## src/hw/rtl/qpb64d_pkg.sv

```systemverilog
// types, constants and character decode functions of the encoded text decoder
package qpb64d_pkg;

	localparam int COUNT_BITS_DEF = 16;
	localparam int OUT_COUNT_W    = 16;
	localparam int LETTER_W       = 8;
	localparam int APB_ADDR_W     = 3;
	localparam int APB_DATA_W     = 32;

	localparam logic [0:0] REG_ENCODING_LETTER = 1'b0;

	localparam logic [LETTER_W-1:0] LETTER_RESET = 8'h71;
	localparam logic [7:0] CASE_BIT = 8'h20;
	localparam logic [7:0] MODE_Q   = 8'h71;
	localparam logic [7:0] MODE_B   = 8'h62;

	localparam logic [7:0] CH_NUL        = 8'h00;
	localparam logic [7:0] CH_LF         = 8'h0a;
	localparam logic [7:0] CH_CR         = 8'h0d;
	localparam logic [7:0] CH_SPACE      = 8'h20;
	localparam logic [7:0] CH_PLUS       = 8'h2b;
	localparam logic [7:0] CH_SLASH      = 8'h2f;
	localparam logic [7:0] CH_EQ         = 8'h3d;
	localparam logic [7:0] CH_QMARK      = 8'h3f;
	localparam logic [7:0] CH_UNDERSCORE = 8'h5f;

	localparam logic [5:0] B64_PLUS  = 6'd62;
	localparam logic [5:0] B64_SLASH = 6'd63;

	typedef enum logic [1:0] {
		PH_NORMAL = 2'd0,
		PH_EQ     = 2'd1,
		PH_HEX    = 2'd2,
		PH_DONE   = 2'd3
	} phase_t;

	typedef enum logic [1:0] {
		KIND_DATA = 2'd0,
		KIND_END  = 2'd1,
		KIND_ERR  = 2'd2
	} kind_t;

	typedef struct packed {
		kind_t                  kind;
		logic [7:0]             data;
		logic [OUT_COUNT_W-1:0] count;
	} result_t;

	typedef struct packed {
		logic       ok;
		logic [3:0] val;
	} hex_t;

	typedef struct packed {
		logic       ok;
		logic [5:0] val;
	} six_t;

	function automatic hex_t hex_decode(input logic [7:0] c);
		hex_t       r;
		logic [7:0] d;
		r = '0;
		d = '0;
		if (c >= 8'h30 && c <= 8'h39) begin
			d = c - 8'h30;
			r = '{ok: 1'b1, val: d[3:0]};
		end else if (c >= 8'h61 && c <= 8'h66) begin
			d = c - 8'h57;
			r = '{ok: 1'b1, val: d[3:0]};
		end else if (c >= 8'h41 && c <= 8'h46) begin
			d = c - 8'h37;
			r = '{ok: 1'b1, val: d[3:0]};
		end
		return r;
	endfunction

	function automatic six_t b64_decode(input logic [7:0] c);
		six_t       r;
		logic [7:0] d;
		r = '0;
		d = '0;
		if (c >= 8'h41 && c <= 8'h5a) begin
			d = c - 8'h41;
			r = '{ok: 1'b1, val: d[5:0]};
		end else if (c >= 8'h61 && c <= 8'h7a) begin
			d = c - 8'h47;
			r = '{ok: 1'b1, val: d[5:0]};
		end else if (c >= 8'h30 && c <= 8'h39) begin
			d = c + 8'h04;
			r = '{ok: 1'b1, val: d[5:0]};
		end else if (c == CH_PLUS) begin
			r = '{ok: 1'b1, val: B64_PLUS};
		end else if (c == CH_SLASH) begin
			r = '{ok: 1'b1, val: B64_SLASH};
		end
		return r;
	endfunction

endpackage

```

## src/hw/rtl/qpb64d_regs.sv

```systemverilog
// apb register file holding the encoding letter
module qpb64d_regs (
	input  logic                                  clk,
	input  logic                                  arst_n,
	input  logic                                  psel,
	input  logic                                  penable,
	input  logic                                  pwrite,
	input  logic [qpb64d_pkg::APB_ADDR_W-1:0]     paddr,
	input  logic [qpb64d_pkg::APB_DATA_W-1:0]     pwdata,
	output logic [qpb64d_pkg::APB_DATA_W-1:0]     prdata,
	output logic                                  pready,
	output logic [qpb64d_pkg::LETTER_W-1:0]       letter
);

	logic [qpb64d_pkg::LETTER_W-1:0] letter_q;
	logic                            hit;
	logic                            wr_en;

	assign pready = 1'b1;
	assign hit    = (paddr[qpb64d_pkg::APB_ADDR_W-1:2] == qpb64d_pkg::REG_ENCODING_LETTER);
	assign wr_en  = psel && penable && pwrite && pready && hit;

	always_ff @(posedge clk or negedge arst_n) begin
		if (!arst_n) begin
			letter_q <= qpb64d_pkg::LETTER_RESET;
		end else if (wr_en) begin
			letter_q <= pwdata[qpb64d_pkg::LETTER_W-1:0];
		end
	end

	always_comb begin
		prdata = '0;
		if (hit) begin
			prdata[qpb64d_pkg::LETTER_W-1:0] = letter_q;
		end
	end

	assign letter = letter_q;

endmodule

```

## src/hw/rtl/qpb64d_core.sv

```systemverilog
// input register, running decode state and per-character decode logic
module qpb64d_core #(
	parameter int COUNT_BITS = qpb64d_pkg::COUNT_BITS_DEF
) (
	input  logic                              clk,
	input  logic                              arst_n,
	input  logic                              in_valid,
	output logic                              in_ready,
	input  logic [7:0]                        in_byte,
	input  logic                              first,
	input  logic [qpb64d_pkg::LETTER_W-1:0]   letter,
	output logic                              res_valid,
	input  logic                              res_ready,
	output qpb64d_pkg::result_t               result
);

	logic                  valid_s1;
	logic [7:0]            byte_s1;
	logic                  first_s1;

	qpb64d_pkg::phase_t    phase_q;
	logic [3:0]            nib_q;
	logic [11:0]           pat_q;
	logic [3:0]            held_q;
	logic [COUNT_BITS-1:0] cnt_q;

	qpb64d_pkg::phase_t    ph;
	logic [3:0]            nib;
	logic [11:0]           pat;
	logic [3:0]            held;
	logic [COUNT_BITS-1:0] cnt;

	qpb64d_pkg::phase_t    n_ph;
	logic [3:0]            n_nib;
	logic [11:0]           n_pat;
	logic [3:0]            n_held;
	logic [COUNT_BITS-1:0] n_cnt;

	logic [COUNT_BITS-1:0] cnt_inc;
	logic [COUNT_BITS+15:0] cnt_ext;
	logic [15:0]           cnt_out;
	logic [7:0]            mode;
	logic                  term;
	qpb64d_pkg::hex_t      hx;
	qpb64d_pkg::six_t      sx;
	logic [11:0]           pat_new;
	logic [3:0]            held_new;
	logic [11:0]           shifted;
	logic                  emit;
	logic                  advance;

	// input register
	assign advance  = valid_s1 && (!emit || res_ready);
	assign in_ready = !valid_s1 || advance;

	always_ff @(posedge clk or negedge arst_n) begin
		if (!arst_n) begin
			valid_s1 <= 1'b0;
		end else if (in_ready) begin
			valid_s1 <= in_valid;
		end
	end

	always_ff @(posedge clk) begin
		if (in_valid && in_ready) begin
			byte_s1  <= in_byte;
			first_s1 <= first;
		end
	end

	// running state
	always_ff @(posedge clk or negedge arst_n) begin
		if (!arst_n) begin
			phase_q <= qpb64d_pkg::PH_NORMAL;
			nib_q   <= '0;
			pat_q   <= '0;
			held_q  <= '0;
			cnt_q   <= '0;
		end else if (advance) begin
			phase_q <= n_ph;
			nib_q   <= n_nib;
			pat_q   <= n_pat;
			held_q  <= n_held;
			cnt_q   <= n_cnt;
		end
	end

	// a first-flagged character starts from cleared state
	always_comb begin
		if (first_s1) begin
			ph   = qpb64d_pkg::PH_NORMAL;
			nib  = '0;
			pat  = '0;
			held = '0;
			cnt  = '0;
		end else begin
			ph   = phase_q;
			nib  = nib_q;
			pat  = pat_q;
			held = held_q;
			cnt  = cnt_q;
		end
	end

	assign cnt_inc  = (&cnt) ? cnt : cnt + COUNT_BITS'(1);
	assign cnt_ext  = {16'b0, cnt};
	assign cnt_out  = (|cnt_ext[COUNT_BITS+15:16]) ? 16'hffff : cnt_ext[15:0];
	assign mode     = letter | qpb64d_pkg::CASE_BIT;
	assign term     = (byte_s1 == qpb64d_pkg::CH_NUL) || (byte_s1 == qpb64d_pkg::CH_QMARK);
	assign hx       = qpb64d_pkg::hex_decode(byte_s1);
	assign sx       = qpb64d_pkg::b64_decode(byte_s1);
	assign pat_new  = {pat[5:0], sx.val};
	assign held_new = held + 4'd6;
	assign shifted  = pat_new >> (held_new - 4'd8);

	always_comb begin
		n_ph   = ph;
		n_nib  = nib;
		n_pat  = pat;
		n_held = held;
		n_cnt  = cnt;
		emit   = 1'b0;
		result = '{kind: qpb64d_pkg::KIND_DATA, data: 8'h00, count: 16'h0000};
		if (ph != qpb64d_pkg::PH_DONE) begin
			if (mode == qpb64d_pkg::MODE_Q) begin
				case (ph)
					qpb64d_pkg::PH_EQ: begin
						if (byte_s1 == qpb64d_pkg::CH_CR || byte_s1 == qpb64d_pkg::CH_LF) begin
							n_ph = qpb64d_pkg::PH_NORMAL;
						end else if (hx.ok) begin
							n_nib = hx.val;
							n_ph  = qpb64d_pkg::PH_HEX;
						end else begin
							emit        = 1'b1;
							n_ph        = qpb64d_pkg::PH_DONE;
							result.kind = qpb64d_pkg::KIND_ERR;
						end
					end
					qpb64d_pkg::PH_HEX: begin
						emit = 1'b1;
						if (hx.ok) begin
							n_ph        = qpb64d_pkg::PH_NORMAL;
							n_cnt       = cnt_inc;
							result.data = {nib, hx.val};
						end else begin
							n_ph        = qpb64d_pkg::PH_DONE;
							result.kind = qpb64d_pkg::KIND_ERR;
						end
					end
					default: begin
						if (term) begin
							emit         = 1'b1;
							n_ph         = qpb64d_pkg::PH_DONE;
							result.kind  = qpb64d_pkg::KIND_END;
							result.count = cnt_out;
						end else if (byte_s1 == qpb64d_pkg::CH_EQ) begin
							n_ph = qpb64d_pkg::PH_EQ;
						end else begin
							emit  = 1'b1;
							n_cnt = cnt_inc;
							if (byte_s1 == qpb64d_pkg::CH_UNDERSCORE) begin
								result.data = qpb64d_pkg::CH_SPACE;
							end else begin
								result.data = byte_s1;
							end
						end
					end
				endcase
			end else if (mode == qpb64d_pkg::MODE_B) begin
				n_ph = qpb64d_pkg::PH_NORMAL;
				if (term) begin
					emit         = 1'b1;
					n_ph         = qpb64d_pkg::PH_DONE;
					result.kind  = qpb64d_pkg::KIND_END;
					result.count = cnt_out;
				end else if (sx.ok) begin
					n_pat = pat_new;
					if (held_new >= 4'd8) begin
						emit        = 1'b1;
						n_held      = held_new - 4'd8;
						n_cnt       = cnt_inc;
						result.data = shifted[7:0];
					end else begin
						n_held = held_new;
					end
				end
			end else begin
				emit        = 1'b1;
				n_ph        = qpb64d_pkg::PH_DONE;
				result.kind = qpb64d_pkg::KIND_ERR;
			end
		end
	end

	assign res_valid = valid_s1 && emit;

endmodule

```

## src/hw/rtl/qpb64d_outreg.sv

```systemverilog
// result register between the decode logic and the output channel
module qpb64d_outreg (
	input  logic                      clk,
	input  logic                      arst_n,
	input  logic                      res_valid,
	output logic                      res_ready,
	input  qpb64d_pkg::result_t       result,
	output logic                      out_valid,
	input  logic                      out_ready,
	output logic [1:0]                out_kind,
	output logic [7:0]                out_byte,
	output logic [qpb64d_pkg::OUT_COUNT_W-1:0] out_count
);

	logic                out_valid_q;
	qpb64d_pkg::result_t res_q;

	assign res_ready = !out_valid_q || out_ready;

	always_ff @(posedge clk or negedge arst_n) begin
		if (!arst_n) begin
			out_valid_q <= 1'b0;
		end else if (res_ready) begin
			out_valid_q <= res_valid;
		end
	end

	always_ff @(posedge clk) begin
		if (res_valid && res_ready) begin
			res_q <= result;
		end
	end

	assign out_valid = out_valid_q;
	assign out_kind  = res_q.kind;
	assign out_byte  = res_q.data;
	assign out_count = res_q.count;

endmodule

```

## src/hw/rtl/qp_base64_encoded_text_decoder.sv

```systemverilog
// top level of the quoted-printable / base64 encoded text decoder
// usage:
//   characters of one encoded word enter on the in channel (in_byte, first),
//   one transfer per character; first marks the opening character of a text
//   and clears the running state before that character is decoded.
//   each character gives zero or one transfer on the out channel: a data
//   byte, an end mark with the saturating byte count, or an error.
//   the apb port holds the encoding letter at address 0 (q or b, any case);
//   write it only while no character is in flight.
// path: a result passes the input register, then the result register, on its
//   way from its input transfer to out.
// throughput: one character per cycle while out_ready stays high, set by the
//   single decode stage between the input register and the result register.
// reset: arst_n clears the pipeline valids and the decode state; the letter
//   register returns to q.
// stall: while out_ready is low the result register holds; the decode stage
//   keeps taking characters that give no result, and in_ready drops once a
//   second result would need the register.
module qp_base64_encoded_text_decoder #(
	parameter int COUNT_BITS = qpb64d_pkg::COUNT_BITS_DEF
) (
	input  logic                                  clk,
	input  logic                                  arst_n,
	input  logic                                  in_valid,
	output logic                                  in_ready,
	input  logic [7:0]                            in_byte,
	input  logic                                  first,
	output logic                                  out_valid,
	input  logic                                  out_ready,
	output logic [1:0]                            out_kind,
	output logic [7:0]                            out_byte,
	output logic [qpb64d_pkg::OUT_COUNT_W-1:0]    out_count,
	input  logic                                  psel,
	input  logic                                  penable,
	input  logic                                  pwrite,
	input  logic [qpb64d_pkg::APB_ADDR_W-1:0]     paddr,
	input  logic [qpb64d_pkg::APB_DATA_W-1:0]     pwdata,
	output logic [qpb64d_pkg::APB_DATA_W-1:0]     prdata,
	output logic                                  pready
);

	logic [qpb64d_pkg::LETTER_W-1:0] letter;
	logic                            res_valid;
	logic                            res_ready;
	qpb64d_pkg::result_t             result;

	qpb64d_regs u_regs (
		.clk     (clk),
		.arst_n  (arst_n),
		.psel    (psel),
		.penable (penable),
		.pwrite  (pwrite),
		.paddr   (paddr),
		.pwdata  (pwdata),
		.prdata  (prdata),
		.pready  (pready),
		.letter  (letter)
	);

	qpb64d_core #(
		.COUNT_BITS (COUNT_BITS)
	) u_core (
		.clk       (clk),
		.arst_n    (arst_n),
		.in_valid  (in_valid),
		.in_ready  (in_ready),
		.in_byte   (in_byte),
		.first     (first),
		.letter    (letter),
		.res_valid (res_valid),
		.res_ready (res_ready),
		.result    (result)
	);

	qpb64d_outreg u_outreg (
		.clk       (clk),
		.arst_n    (arst_n),
		.res_valid (res_valid),
		.res_ready (res_ready),
		.result    (result),
		.out_valid (out_valid),
		.out_ready (out_ready),
		.out_kind  (out_kind),
		.out_byte  (out_byte),
		.out_count (out_count)
	);

endmodule

```

## config.mk

```make
export PLATFORM = sky130hd
export DESIGN_NAME = qp_base64_encoded_text_decoder
export DESIGN_NICKNAME = d
export VERILOG_FILES = /design/src/hw/rtl/qpb64d_pkg.sv /design/src/hw/rtl/qpb64d_regs.sv /design/src/hw/rtl/qpb64d_core.sv /design/src/hw/rtl/qpb64d_outreg.sv /design/src/hw/rtl/qp_base64_encoded_text_decoder.sv
export SDC_FILE = /design/constraint.sdc
export NUM_CORES = 1
export LEC_CHECK = 0
export BUFFER_PORTS_ARGS = -buffer_cell sky130_fd_sc_hd__clkbuf_2
export CORE_MARGIN = 4
export CORE_UTILIZATION = 56
export DETAILED_ROUTE_END_ITERATION = 6
export GPL_TIMING_DRIVEN = 0
export PLACE_DENSITY = 0.83
export RECOVER_POWER = 100
export REMOVE_ABC_BUFFERS = 1
export SETUP_SLACK_MARGIN = 0.02
export SYNTH_ARGS = -nofsm -noshare
export SYNTH_HDL_FRONTEND = slang
export SYNTH_SLANG_ARGS = --single-unit
```

## constraint.sdc

```tcl
create_clock -name clk -period 4.5 [get_ports clk]
set_input_delay 0.225 -clock clk [delete_from_list [all_inputs] [get_ports clk]]
set_output_delay 0.225 -clock clk [all_outputs]
set_load 0.02 [all_outputs]
```

# --- After elaboration in Yosys (flattened, before gate mapping) ---
# Cells that the tools add are included.
word_totals:
  out_inout_bits: 61
  inputBits: 51
  word_cells: 147
  regBits: 83
op_classes:
  reduce_logical: 23
  shift: 1
  add_sub_neg: 9
  n_eq_ne: 12
  mux: 79
  bitwise: 1
  n_lt_le_gt_ge: 9
ops:
  columns: ["op", "count"]
  rows:
  - ["16-bit two-way mux", 13]
  - ["12-bit two-way mux", 6]
  - ["8-bit two-way mux", 8]
  - ["4-bit two-way mux", 13]
  - ["7-bit two-way mux", 5]
  - ["8-bit by 6-bit equality test with 1-bit output, second input constant", 4]
  - ["8-bit by 7-bit <= comparator with 1-bit output, second input constant", 4]
  - ["16-bit case mux with 2 select lines", 1]
  - ["26-bit two-way mux", 1]
  - ["2-bit two-way mux", 12]
  - ["24-bit two-way mux", 1]
  - ["16-bit by 1-bit adder with 16-bit output, second input constant", 1]
  - ["8-bit by 4-bit equality test with 1-bit output, second input constant", 2]
  - ["8-bit by 7-bit >= comparator with 1-bit output, second input constant", 2]
  - ["8-bit case mux with 2 select lines", 1]
  - ["16-bit AND reduction", 1]
  - ["5-bit two-way mux", 3]
  - ["7-bit by 6-bit equality test with 1-bit output, second input constant", 2]
  - ["1-bit logical AND", 12]
  - ["1-bit two-way mux", 12]
  - ["12-bit by 4-bit >> shifter with 8-bit output", 1]
  - ["8-bit by 7-bit equality test with 1-bit output, second input constant", 1]
  - ["8-bit by 6-bit >= comparator with 1-bit output, second input constant", 1]
  - ["8-bit by 6-bit <= comparator with 1-bit output, second input constant", 1]
  - ["other kinds (18)", 26]

# --- Depth between registers and ports, before layout ---
depth:
  depth_word: 16
  ltp_mapped: 14

# --- Modules after synthesis ---
# From an unflattened synthesis, not the netlist that was laid out.
hier_totals:
  hier_cells: 624
  hier_area_um2: 5764.3
by_module_without_submodules:
  columns: ["module", "cells_per_inst", "n_inst", "seq_area_each_um2", "area_each_um2"]
  rows:
  - ["qpb64d_core", 542, 1, 1096.1, 4345.4]
  - ["qpb64d_outreg", 30, 1, 805.8, 834.6]
  - ["qpb64d_regs", 52, 1, 205.2, 584.3]

# --- Least setup slack after synthesis ---
# No wires, ideal clock.
synth_timing:
  path_type: "reg2reg"
  startpoint: "register u_core.first_s1"
  endpoint: "register u_outreg.res_q (netlist bit u_outreg.out_byte[0]), enable pin"
  setup_time_ns: 0.409
  stages_incl_launch_ff: 12
  setup_slack_ns: 0.549
  n_path_buf: 3
  arrival_ns: 3.542
  path_cell_list: "edfxtp_1 > buf_1 > inv_1 > clkbuf_1 > buf_1 > nand2_1 > ha_1 > xnor2_1 > a21oi_2 > o32ai_1 > nand2_1 > nor2_1"
synth_between:
  elab_chain_cells: 11
synth_lines:
  columns: ["item", "line", "text"]
  rows:
  - ["start, declared", "qpb64d_core.sv:19", "logic first_s1;"]
  - ["start signal, assigned", "qpb64d_core.sv:67", "first_s1 <= first;"]
  - ["4-bit two-way mux", "qpb64d_core.sv:90", "if (first_s1) begin"]
  - ["4-bit by 3-bit adder with 4-bit output", "qpb64d_core.sv:113", "assign held_new = held + 4'd6;"]
  - ["4-bit >= comparator", "qpb64d_core.sv:178", "if (held_new >= 4'd8) begin"]
  - ["1-bit two-way mux", "qpb64d_core.sv:178", null]
  - ["1-bit two-way mux", "qpb64d_core.sv:176", "end else if (sx.ok) begin"]
  - ["1-bit two-way mux", "qpb64d_core.sv:171", "if (term) begin"]
  - ["1-bit two-way mux", "qpb64d_core.sv:169", "end else if (mode == qpb64d_pkg::MODE_B) begin"]
  - ["1-bit two-way mux", "qpb64d_core.sv:125", "if (mode == qpb64d_pkg::MODE_Q) begin"]
  - ["1-bit two-way mux (*)", "qpb64d_core.sv:124", "if (ph != qpb64d_pkg::PH_DONE) begin"]
  - ["1-bit logical AND (*)", "qpb64d_core.sv:195", "assign res_valid = valid_s1 && emit;"]
  - ["1-bit logical AND (*)", "qpb64d_outreg.sv:29", "if (res_valid && res_ready) begin"]
  - ["end signal, assigned", "qpb64d_outreg.sv:30", "res_q <= result;"]
  - ["end, declared", "qpb64d_outreg.sv:16", "qpb64d_pkg::result_t res_q;"]
# Mark *: on every way between the ends. The rest lies on a longest branch, timed or not.
# A chain may end at the register's enable or synchronous reset.

# --- Worst setup path after layout ---
layout_timing:
  startpoint: "register u_core.first_s1"
  endpoint: "register u_core.cnt_q[0]"
layout_between:
  elab_chain_cells: 12
layout_lines:
  columns: ["item", "line", "text"]
  rows:
  - ["4-bit two-way mux", "qpb64d_core.sv:90", null]
  - ["4-bit by 3-bit adder with 4-bit output", "qpb64d_core.sv:113", null]
  - ["4-bit >= comparator", "qpb64d_core.sv:178", null]
  - ["1-bit two-way mux", "qpb64d_core.sv:178", null]
  - ["1-bit two-way mux", "qpb64d_core.sv:176", null]
  - ["1-bit two-way mux", "qpb64d_core.sv:171", null]
  - ["1-bit two-way mux", "qpb64d_core.sv:169", null]
  - ["1-bit two-way mux", "qpb64d_core.sv:125", null]
  - ["1-bit two-way mux", "qpb64d_core.sv:124", null]
  - ["1-bit logical NOT", "qpb64d_core.sv:53", "assign advance = valid_s1 && (!emit || res_ready);"]
  - ["1-bit logical OR", "qpb64d_core.sv:53", null]
  - ["1-bit logical AND", "qpb64d_core.sv:53", null]
  - ["end signal, assigned", "qpb64d_core.sv:84", "cnt_q <= n_cnt;"]
  - ["end, declared", "qpb64d_core.sv:25", "logic [COUNT_BITS-1:0] cnt_q;"]
# Several ways; a longest one is shown, not always the timed one.

==> results.toml <==
[logic_synthesis]
post-synth-top-count-cell = "sky130_fd_sc_hd__nand2_1"
mappedNetlistArea_um2 = 5540
netlist.top_cell.by_area = "sky130_fd_sc_hd__edfxtp_1"
synth.top_cells.by_area = "sky130_fd_sc_hd__edfxtp_1, sky130_fd_sc_hd__dfrtp_1, sky130_fd_sc_hd__nand2_1"
postSynth.asyncResetShare_pct = 54.5
synth-seq-cells = 77
postSynth.topFlopCell = "sky130_fd_sc_hd__dfrtp_1"
number_of_synthesized_flops_with_an_enable_pin = 35
most_frequent_cells_after_synthesis = "sky130_fd_sc_hd__nand2_1, sky130_fd_sc_hd__nor2_1, sky130_fd_sc_hd__dfrtp_1, sky130_fd_sc_hd__edfxtp_1, sky130_fd_sc_hd__o21ai_0"
proportion_of_synthesized_chip_area_in_sequential_cells_pct = 38.0
synth_cells = 607
ys.warnings.count = 0
synthDominantCellAreaShare_pct = 19.0
yosys.cell_types.count = 90
post_synth.cell_area_avg_um2 = 9.13

[cells_and_area]
post_route_cells_drive_above_1_share_pct = 13.1
antenna-diode-count = 0
multi_input_combinational_cell_area_um2 = 3080
layoutNonFillerInstCount = 796
area_growth_pct = 7.70
layout.nets = 723
final_core_util_pct = 61.6
nFillCells = 865
layout.area.seq_um2 = 2110

[clocking]
tritoncts = "built"
cts_htree_levels = 3
number_of_buffers_inserted_during_clock_tree_synthesis = 9
clock-sinks = 77
cts.root.buffer_cell = "sky130_fd_sc_hd__clkbuf_8"
cts.hold.buffers_added = 0
maximum_number_of_buffers_from_clock_root_to_sink = 2
worst_skew_pair.late_latency_ps = 370
clkTransAtPathRegs_ps = 80

[drt]
detail-route-antenna-nets = 0
detailedRoute.firstPassIterationCount = 5
drt-initial-drc-count = 533
wl_per_cell_um = 17.8
routed_wl_um = 14200
vias = 4970
via_per_inst = 6.24
drcViolationCount = 0

[worst_setup_path]
crit_fanout = 21
cp.arrival_ps = 4290
required_time_at_the_endpoint_of_the_critical_path_ps = 4760
startpoint_type = "register"
critPathCaptureType = "register"
critical_path_class = "register to register"

[placement]
placed_cells_incl_taps = 775
place_hpwl_um = 10200
io_buffer_count = 60
final_weighted_congestion_in_routability_driven_placement = 0.941

[power]
pwr_density_cell_nw_per_um2 = 334
max_ir_drop_vdd_v = 0.000189
leakage_nw = 2.29

[die]
die_area_um2 = 11600
floorplan.io_pins = 112
core_region_area_um2 = 9680
die_w_um = 107
start_util_pct = 57.2
die_height_um = 107
fp-row-count = 36

[global_route]
globalRouteOverflowTotal = 0
first_global_vias = 4501
first_pass_grt_wire_length_um = 22500
maximum_number_of_pins_on_one_net_before_global_route_repair = 43
number_of_antenna_violations_at_the_first_check_in_global_routing = 0
grt.total_usage_pct = 24.5

[hold_path]
min_path_type = "input pin to register"

[sta]
slew_viol_final = 43
min_period_over_period_pct = 89.8
worst_slew_margin_rel_pct = -55.2
clock-skew-final_ps = 20.2
worst_slew_pin_slew_ps = 2330
timing.final.hold_violations = 0
rsz0062_at_grt = "false"
setup-violations-final = 0
min_period_ps = 4040
fmax_mhz = 248
setup_tns_ps = 0

[outcome]
outcome = "complete, but fails checks"
violated_checks = "max-capacitance violations, max-slew violations"

[run]
timing.max_cap.violations = 1
-- cell usage in the layout, fill, tap and decap left out, types with 10 or more instances in the layout --
| cell | n |
|---|---|
| sky130_fd_sc_hd__nor3_1 | 15 |
| sky130_fd_sc_hd__nor2_1 | 43 |
| sky130_fd_sc_hd__mux2_2 | 12 |
| sky130_fd_sc_hd__clkbuf_1 | 39 |
| sky130_fd_sc_hd__dfrtp_1 | 38 |
| sky130_fd_sc_hd__a22o_1 | 10 |
| sky130_fd_sc_hd__o21ai_0 | 39 |
| sky130_fd_sc_hd__ha_1 | 14 |
| sky130_fd_sc_hd__inv_1 | 27 |
| sky130_fd_sc_hd__nor2b_1 | 20 |
| sky130_fd_sc_hd__a22oi_1 | 12 |
| sky130_fd_sc_hd__edfxtp_1 | 35 |
| sky130_fd_sc_hd__a21oi_1 | 34 |
| sky130_fd_sc_hd__and3_1 | 10 |
| sky130_fd_sc_hd__nand2_1 | 60 |
| sky130_fd_sc_hd__and2_0 | 10 |
| sky130_fd_sc_hd__o22ai_1 | 10 |
| sky130_fd_sc_hd__nand3_1 | 17 |
| sky130_fd_sc_hd__conb_1 | 25 |
| sky130_fd_sc_hd__clkbuf_2 | 22 |
-- critical path, cell delays in order (launching register included) --
cell                       delay (ps)
sky130_fd_sc_hd__edfxtp_1         530
sky130_fd_sc_hd__inv_1            600
sky130_fd_sc_hd__nand2_1          170
sky130_fd_sc_hd__ha_1             680
sky130_fd_sc_hd__nand4_1          320
sky130_fd_sc_hd__o211ai_1         400
sky130_fd_sc_hd__o221a_1          610
sky130_fd_sc_hd__nand2_1          310
sky130_fd_sc_hd__o31ai_1          300
-- registers in the layout (all words and copies together), names as in the netlist --
register,cells
u_core.pat_q,6
u_core.first_s1,1
u_core.valid_s1,1
u_core.held_q,4
u_core.phase_q,2
u_outreg.out_valid,1
u_core.nib_q,4
u_core.cnt_q,16
u_regs.letter,8
u_outreg.out_kind,2
u_core.byte_s1,8
u_outreg.out_count,16
u_outreg.out_byte,8
-- cell families (layout without fill, tap and decap cells) --
logic type      after synthesis  in the layout  synth area share [%]
flops                        77             77                  38.0
compound gates              182            182                  23.5
other cells                   2             25                 0.136
simple gates                230            230                  22.4
mux                          20             20                  4.34
fa+ha+maj                    14             14                  3.16
xor+xnor                      5              5                 0.790
buf+inv                      77            110                  7.63
-- per-stage QoR --
stage / setup WS (ps) / power [mW] / hold WS [ps] / area, um2
finish: 460 / 1.99 / 39.2 / 5970
global placement: -1010 / 1.44 / 402 / 5780
CTS: 292 / 2.00 / 33.7 / 6020
floorplan: 466 / 1.29 / -70.6 / 5310
global route: 179 / 2.09 / 32.8 / 5970
detailed placement: -561 / 1.46 / 404 / 5790
-- layer usage --
| metal | part of all wire (%) | vias up | track usage, % | routed length (um) |
|---|---|---|---|---|
| met5 | 0 | - | 0 | 0 |
| met4 | 1.7 | 0 | 9.02 | 240 |
| met3 | 9.3 | 20 | 3.12 | 1320 |
| met2 | 47 | 297 | 38.2 | 6680 |
| met1 | 42 | 2341 | 35.1 | 5930 |
| li1 | - | 2312 | - | - |
-- power by group --
group	internal (mW)	switching, mW
Clock	0.261	0.279
Sequential	0.828	0.0630
Combinational	0.179	0.383
-- worst paths after layout --
path                       slack (ps)  depth (start not counted)              from                 to
setup / recovery                  460                          8   u_core.first_s1    u_core.cnt_q[0]
hold / removal                     40                          1        in_byte[0]  u_core.byte_s1[0]
setup reg to reg                  460                          8   u_core.first_s1    u_core.cnt_q[0]
hold reg to reg                   500                          1  u_core.held_q[3]   u_core.held_q[3]
max in group asynchronous        2610                          1            arst_n    u_core.cnt_q[0]
min in group asynchronous         550                          1            arst_n   u_core.cnt_q[10]
-- final cells by class --
class	count	area share, %
tap	133	2.79
multi-input combinational	476	51.6
sequential	77	35.3
inverter	28	1.76
clock inverter	6	1.22
clock buffer	10	2.14
timing repair buffer	66	5.18
-- what timing repair did --
action,CTS,global route
resized for setup,1,0
endpoints found under the setup margin,53,21
buffers inserted,1,4
Power figures use the tool's default switching activity.
